`src/hw/rtl/gcm_pkg.sv`:
```
// ----------------------------------------------------------------------------
// gcm_pkg
// Shared widths, denomination reset values and chain beat types of the
// greedy change maker.
// ----------------------------------------------------------------------------
`default_nettype none

package gcm_pkg;

  localparam int unsigned NUM_DENOMS = 8;
  localparam int unsigned SLOT_COUNT = 8;
  localparam int unsigned AMT_W      = 16;
  localparam int unsigned IDX_W      = 3;
  localparam int unsigned DIV_CNT_W  = $clog2(AMT_W);

  localparam logic [AMT_W-1:0] DENOM_RESET [SLOT_COUNT] = '{
    16'd50, 16'd20, 16'd10, 16'd5, 16'd2, 16'd1, 16'd0, 16'd0
  };

  // remainder handed from one cell to the next
  typedef struct packed {
    logic             valid;
    logic [AMT_W-1:0] rem;
  } gcm_tok_t;

  // one paid denomination, from a cell to the collector
  typedef struct packed {
    logic             valid;
    logic [IDX_W-1:0] idx;
    logic [AMT_W-1:0] value;
    logic [AMT_W-1:0] count;
    logic [AMT_W-1:0] rem;
  } gcm_res_t;

endpackage

`default_nettype wire

```
`src/hw/rtl/gcm_cell.sv`:
```
// ----------------------------------------------------------------------------
// gcm_cell
// One denomination slot: bit-serial restoring divide of the incoming
// remainder, reports the paid count and hands the new remainder on.
// ----------------------------------------------------------------------------
`default_nettype none

module gcm_cell
  import gcm_pkg::*;
(
  input  wire                  clk_i,
  input  wire                  rst_ni,
  input  wire logic [IDX_W-1:0] cell_idx_i,
  input  wire logic [AMT_W-1:0] denom_i,
  input  wire gcm_tok_t        tok_i,
  output gcm_tok_t             tok_o,
  output gcm_res_t             res_o,
  input  wire                  res_ready_i
);

  typedef enum logic [1:0] {
    S_IDLE,
    S_DIV,
    S_HOLD
  } state_e;

  state_e               state_q;
  logic [AMT_W-1:0]     part_q;
  logic [AMT_W-1:0]     quo_q;
  logic [DIV_CNT_W-1:0] cnt_q;
  gcm_tok_t             tok_q;

  logic [AMT_W:0]   shifted;
  logic             fits;
  logic [AMT_W:0]   diff;
  logic [AMT_W-1:0] part_d;
  logic [AMT_W-1:0] quo_d;
  logic             skip;

  always_comb begin
    shifted = {part_q, quo_q[AMT_W-1]};
    fits    = shifted >= {1'b0, denom_i};
    diff    = shifted - {1'b0, denom_i};
    part_d  = fits ? diff[AMT_W-1:0] : shifted[AMT_W-1:0];
    quo_d   = {quo_q[AMT_W-2:0], fits};
    skip    = (tok_i.rem == '0) || (denom_i == '0) || (denom_i > tok_i.rem);
  end

  always_ff @(posedge clk_i or negedge rst_ni) begin
    if (!rst_ni) begin
      state_q   <= S_IDLE;
      tok_q     <= '0;
      part_q    <= '0;
      quo_q     <= '0;
      cnt_q     <= '0;
    end else begin
      tok_q.valid <= 1'b0;
      case (state_q)
        S_IDLE: begin
          if (tok_i.valid) begin
            if (skip) begin
              tok_q.valid <= 1'b1;
              tok_q.rem   <= tok_i.rem;
            end else begin
              part_q  <= '0;
              quo_q   <= tok_i.rem;
              cnt_q   <= '0;
              state_q <= S_DIV;
            end
          end
        end
        S_DIV: begin
          part_q <= part_d;
          quo_q  <= quo_d;
          cnt_q  <= cnt_q + 1'b1;
          if (cnt_q == DIV_CNT_W'(AMT_W - 1)) begin
            state_q <= S_HOLD;
          end
        end
        S_HOLD: begin
          if (res_ready_i) begin
            tok_q.valid <= 1'b1;
            tok_q.rem   <= part_q;
            state_q     <= S_IDLE;
          end
        end
        default: begin
          state_q <= S_IDLE;
        end
      endcase
    end
  end

  assign tok_o       = tok_q;
  assign res_o.valid = (state_q == S_HOLD);
  assign res_o.idx   = cell_idx_i;
  assign res_o.value = denom_i;
  assign res_o.count = quo_q;
  assign res_o.rem   = part_q;

endmodule

`default_nettype wire

```
`config.mk`:
```
export PLATFORM = sky130hd
export DESIGN_NAME = gcm_cell
export DESIGN_NICKNAME = d
export VERILOG_FILES = /design/src/hw/rtl/gcm_pkg.sv /design/src/hw/rtl/gcm_cell.sv
export SDC_FILE = /design/constraint.sdc
export NUM_CORES = 1
export LEC_CHECK = 0
export ABC_CLOCK_PERIOD_IN_PS = 3300
export BUFFER_PORTS_ARGS = -buffer_cell sky130_fd_sc_hd__buf_2
export CORE_MARGIN = 10
export CORE_UTILIZATION = 54
export CTS_CLUSTER_DIAMETER = 60
export CTS_CLUSTER_SIZE = 40
export DETAILED_ROUTE_END_ITERATION = 7
export PLACE_DENSITY_LB_ADDON = 0.2
export SLEW_MARGIN = 20
export SYNTH_ARGS = -nofsm -noshare
export SYNTH_HDL_FRONTEND = slang
export SYNTH_SLANG_ARGS = --single-unit
```
`constraint.sdc`:
```
create_clock -name clk_i -period 3.3 [get_ports clk_i]
set_input_delay 0.825 -clock clk_i [delete_from_list [all_inputs] [get_ports clk_i]]
set_output_delay 0.825 -clock clk_i [all_outputs]
set_load 0.01 [all_outputs]
```
==> flow_summary.ini, run 1 <==
[run_status]
status = finished, final reports clean

[flow_run]
drv_cap = 0

[die]
design.die.area_um2 = 11200
initial_core_util_pct = 55.4
die_x_um = 106
boundaryPins = 108
core_area_um2 = 7210
fp-row-count = 31
die_height_um = 106

[detailed_routing]
dr.pass1.iters = 5
wl_per_cell_um = 19.2
detail-route-antenna-nets = 0
num_vias = 3714
initialDrtViolationCount = 275
drt-vias-per-instance = 5.95
wl_met1_mm = 5.28
maxUsedRoutingLayer = met4
wirelength_mm = 12.0
wl_met2_mm = 5.52
route.detailed.drc = 0
routed-wl-met3_um = 947

[finish]
layout.nets = 597
syn_to_final_growth_pct = 13.6
antenna_cells = 0
fin_cells = 624
drive_gt1_share_pct = 24.2

[clock_tree]
cts.sinks = 55
cts_root_buffer = clkbuf_8
path_clk_slew_ps = 100
htreeDepth = 2
cts_tree = yes
ctsLongestPathBuffers = 2
worstSkewPairLatency_ps = 310
holdBufCountCts = 0
ctsResizeCount = 0
numCtsBuffers = 5
postCtsSetupBuffers = 0

[global_route]
first_global_vias = 3668
grt_usage_pct = 20.5
grt-ovfl-total = 0
antenna_found_initial = 0
grt_pass1_wl_mm = 18.9
grt_max_degree = 35

[yosys]
avgSynthCellArea_um2 = 9.00
yosysTopAreaCell = dfrtp_1
yosys_most_used_dff = dfrtp_1
synthTopCellsByCount = dfrtp_1, nand2_1, inv_1
syn_inst = 444
ys_seq_area_share_pct = 34.4
yosys_warnings = 0
synth_edf_count = 0
mappedNetlistArea_um2 = 4000
ys_types = 59
synth_top_area_share_pct = 34.4
ys_ff_latch = 55
syn-num-nets = 517
async_reset_ff_share_pct = 100
synthTopCellsByArea = dfrtp_1, ha_1, nand2_1
yosysMostFrequentCell = dfrtp_1

[timing]
finalSetupViolCount = 0
hold_viol = 0
finalCritPeriodShare_pct = 87.7
finalSetupTns_ps = 0
min_period_ps = 2890
slew_violations = 0
relSlewSlack_pct = 46.1
fin_skew_ps = 8.44
rsz0062_at_grt = false
fmax_mhz = 346
worst_slew_pin_slew_ps = 808

[place]
gp_congestion = 0.887
port_buffers = 101
dpl.cell_count = 616
place_hpwl_mm = 9.38

[setup_path]
worstSetupStartpoint = denom_i[14]
end_kind = register
worst_setup_path_start_kind = input port
slowest_delay_ps = 580
crit_buf_inv = 2
crit_fanout = 16
r2r_cells = 6
rrSetupSlack_ps = 590
worstReg2RegStart = part_q[13]
crit_chain = buf_2, inv_1, ha_1, a2111oi_0, nand2_1, o21ai_4, mux2i_1, o22ai_1
crit_family = compound AO/OA/AOI/OAI gates
arrival_ps = 3080
crit_slowest_cell = a2111oi_0
r2r-end = part_q[9]
path_class = in -> reg
required_ps = 3490

[min_path]
min_from = tok_o[11]
hold_depth = 1
worstHoldEndpoint = tok_o[11]
hold_class = reg -> reg

[power_and_ir_drop]
ir_drop_mv = 0.431
leakage_nw = 2.45
power.density_nw_per_um2 = 864
[how the worst max path moves through the flow]
stage | cells after the start | end | slack [ps]
final | 8 | part_q[9] | 410
after global routing | 10 | part_q[3] | 270
after CTS | 10 | part_q[9] | 430
after detailed placement | 10 | part_q[3] | 100
after global placement | 10 | part_q[3] | 150
after floorplan | 10 | part_q[3] | 530
[through the flow]
step	hold WS (ps)	area [um2]	power, mW	util (%)	setup WS, ps
3_5_place_dp	460	4450	3.53	61.7	102
4_1_cts	483	4540	3.92	62.9	429
5_1_grt	504	4540	4.23	62.9	272
2_1_floorplan	463	4000	2.82	-	534
6_report	481	4540	3.92	62.9	407
3_3_place_gp	453	4450	3.47	61.7	150
[state kept, by name (all words and copies together) (netlist names)]
register,count
quo_q,16
part_q,16
cnt_q,4
tok_o,17
state_q,2
[per-layer routing]
metal	up-vias	global-route usage [%]
li1	1749	-
met3	21	5.92
met1	1801	26.2
met5	-	0
met4	0	5.51
met2	143	33.2
[power breakdown]
| part | internal [mW] | leakage (nW) | switching [mW] |
|---|---|---|---|
| clock | 0.154 | 0.0489 | 0.237 |
| combinational | 0.976 | 1.72 | 1.26 |
| sequential | 0.991 | 0.681 | 0.309 |
| total | 2.12 | 2.45 | 1.80 |
[kinds of logic after synthesis]
group / count (synthesis) / share of synthesized area [%]
compound gates: 132 / 24.0
xor+xnor: 10 / 2.19
flops: 55 / 34.4
buf+inv: 77 / 9.92
fa+ha+maj: 34 / 10.8
mux: 15 / 3.79
simple gates: 121 / 14.8
[cells in the final DEF (no fill, tap or decap), types with 3 or more instances in the layout]
cell / instances
a31oi_1: 10
nand2_1: 46
nand4_1: 7
a22oi_1: 8
a22o_1: 17
ha_1: 33
clkbuf_8: 5
xnor2_1: 5
nor3_1: 3
nor2_1: 19
o21ai_1: 7
nand3_1: 11
and3_1: 5
o22ai_1: 6
buf_4: 9
mux2i_1: 14
nand2b_1: 4
dfrtp_1: 55
inv_1: 39
nor4_1: 9
o211ai_1: 4
a21o_1: 22
buf_2: 101
o21ai_0: 18
nor2b_1: 6
xor2_1: 5
a21oi_1: 16
[worst reg2reg max path: cells and delay by family, from the launching register on]
kind                       cells  cell delay, ps
muxes                          1             260
AOI/OAI and AO/OA              3            1230
DFF                            1             480
and+or+nand+nor                1             230
adders and majority gates      1             400
[cell type report]
cell class / count / area (um2)
tap: 99 / 124
clock inverter: 3 / 22.5
timing repair buffer: 110 / 573
fill: 677 / 2680
inverter: 40 / 150
sequential: 55 / 1380
clock buffer: 5 / 68.8
multi-input combinational: 312 / 2220
Power figures use the tool's default switching activity.
==> inputs of run 2 (changes only) <==
--- a/config.mk
+++ b/config.mk
@@ -12,7 +12,7 @@
 export CTS_CLUSTER_DIAMETER = 60
 export CTS_CLUSTER_SIZE = 40
 export DETAILED_ROUTE_END_ITERATION = 7
-export PLACE_DENSITY_LB_ADDON = 0.2
+export PLACE_DENSITY = 0.79
 export SLEW_MARGIN = 20
 export SYNTH_ARGS = -nofsm -noshare
 export SYNTH_HDL_FRONTEND = slang
==> run 2 against run 1 <==
- register-to-register slack hardly changed
- die area is the same
- design area rose by 0.22%
- first-iteration DRC count increased by 2.2%
- worst hold slack worse by 5.5 ps
- sequential power about the same
- non-clock buffer count did not move
- clock power shrank 2%
- critical endpoint is now tok_o[9]
==> flow_summary.ini, run 2 (synthesis gave the netlist of run 1 again) <==
[run_status]
status = finished, final reports clean

[finish]
final_common_cell = buf_2
post-route-util_pct = 63.1
fillCellCount = 640
antenna_cells = 0
layout_common_cells = buf_2, dfrtp_1, nand2_1
regArea_um2 = 1380
largest_reg_flops = 17
layout.nets = 597
multiInputGateArea_um2 = 2220
syn_to_final_growth_pct = 13.8
drive_gt1_share_pct = 24.2

[detailed_routing]
drt-vias-per-instance = 6.17
wl_per_cell_um = 19.3
num_vias = 3852
route.detailed.drc = 0
detail-route-antenna-nets = 0
wirelength_mm = 12.1
dr.pass1.iters = 5
initialDrtViolationCount = 281

[clock_tree]
cts.sinks = 55
htreeDepth = 2
ctsResizeCount = 0
path_clk_slew_ps = 100
postCtsSetupBuffers = 0
numCtsBuffers = 5
cts_root_buffer = clkbuf_8
cts_tree = yes
holdBufCountCts = 0
ctsLongestPathBuffers = 2
worstSkewPairLatency_ps = 310

[timing]
slew_violations = 0
relSlewSlack_pct = 38.9
rsz0062_at_grt = false
finalSetupTns_ps = 0
finalSetupViolCount = 0
worst_slew_pin_slew_ps = 917
fmax_mhz = 355
finalCritPeriodShare_pct = 85.3
fin_skew_ps = 2.66
hold_viol = 0
whs_ps = 475
min_period_ps = 2810

[die]
initial_core_util_pct = 55.4
design.die.area_um2 = 11200
die_height_um = 106
core_area_um2 = 7210
die_x_um = 106
fp-row-count = 31
boundaryPins = 108

[setup_path]
crit_chain = buf_2, inv_1, ha_1, nor2b_1, o211ai_1, a2111o_1, a21o_1, a31oi_4, buf_4, a22o_1, a21o_1
path_class = in -> reg
r2r_cells = 10
required_ps = 3560
slowest_delay_ps = 400
crit_buf_inv = 3
crit_family = compound AO/OA/AOI/OAI gates
rrSetupSlack_ps = 590
worstReg2RegStart = quo_q[15]
worst_setup_path_start_kind = input port
r2r-end = part_q[14]
end_kind = register
crit_slowest_cell = a31oi_4
crit_top_cell = a21o_1
crit_fanout = 10
arrival_ps = 3070

[global_route]
grt_pass1_wl_mm = 19.2
first_global_vias = 3719
grt-ovfl-total = 0
antenna_found_initial = 0
grt_max_degree = 33
grt_usage_pct = 20.7

[power_and_ir_drop]
ir_drop_mv = 0.459
leakage_nw = 2.45
power.density_nw_per_um2 = 872
total_power_mw = 3.97

[place]
place_hpwl_mm = 9.49
port_buffers = 101
gp_congestion = 0.977

[min_path]
hold_class = in -> async

[flow_run]
drv_cap = 0
==> run 2: cell count changes in the layout (fill, tap and decap cells not counted) <==
cell	previous run	this run
clkinvlp_4	0	2
buf_12	0	1
buf_4	9	8
inv_6	2	0
==> run 2: cell type report <==
type / count / share of cell area [%]
Clock buffer: 5 / 1.51
Inverter: 40 / 3.30
Multi-Input combinational cell: 312 / 48.9
Tap cell: 99 / 2.72
Sequential cell: 55 / 30.3
Clock inverter: 3 / 0.440
Timing Repair Buffer: 110 / 12.9
==> run 2: report_power, final <==
group,internal [mW],switching [mW]
Combinational,1.01,1.27
Clock,0.148,0.235
Sequential,0.991,0.312
Total,2.15,1.82
==> run 2: worst max-delay path by stage <==
stage,from,endpoint,slack (ps),cells past startpoint
finish,tok_i[1],tok_o[9],490,11
global route,denom_i[0],part_q[14],380,10
CTS,tok_i[1],tok_o[15],530,11
detailed placement,tok_i[1],tok_o[1],210,10
global placement,tok_i[1],tok_o[2],260,10
floorplan,denom_i[4],part_q[3],530,10
==> run 2: through the flow <==
stage | instances | cell area [um2] | setup slack, ps
after floorplan | 444 | 4000 | 534
after global placement | 616 | 4460 | 263
after detailed placement | 616 | 4460 | 210
after CTS | 624 | 4550 | 525
after global routing | 624 | 4550 | 384
final | 624 | 4550 | 487
==> run 2: per-layer routing <==
metal  track usage [%]  share of wire (%)  wire, um
met1              26.7                 41      4900
met4              5.03                2.2       269
met3              6.04                 11      1340
met5                 0                  0         0
met2              33.2                 46      5550
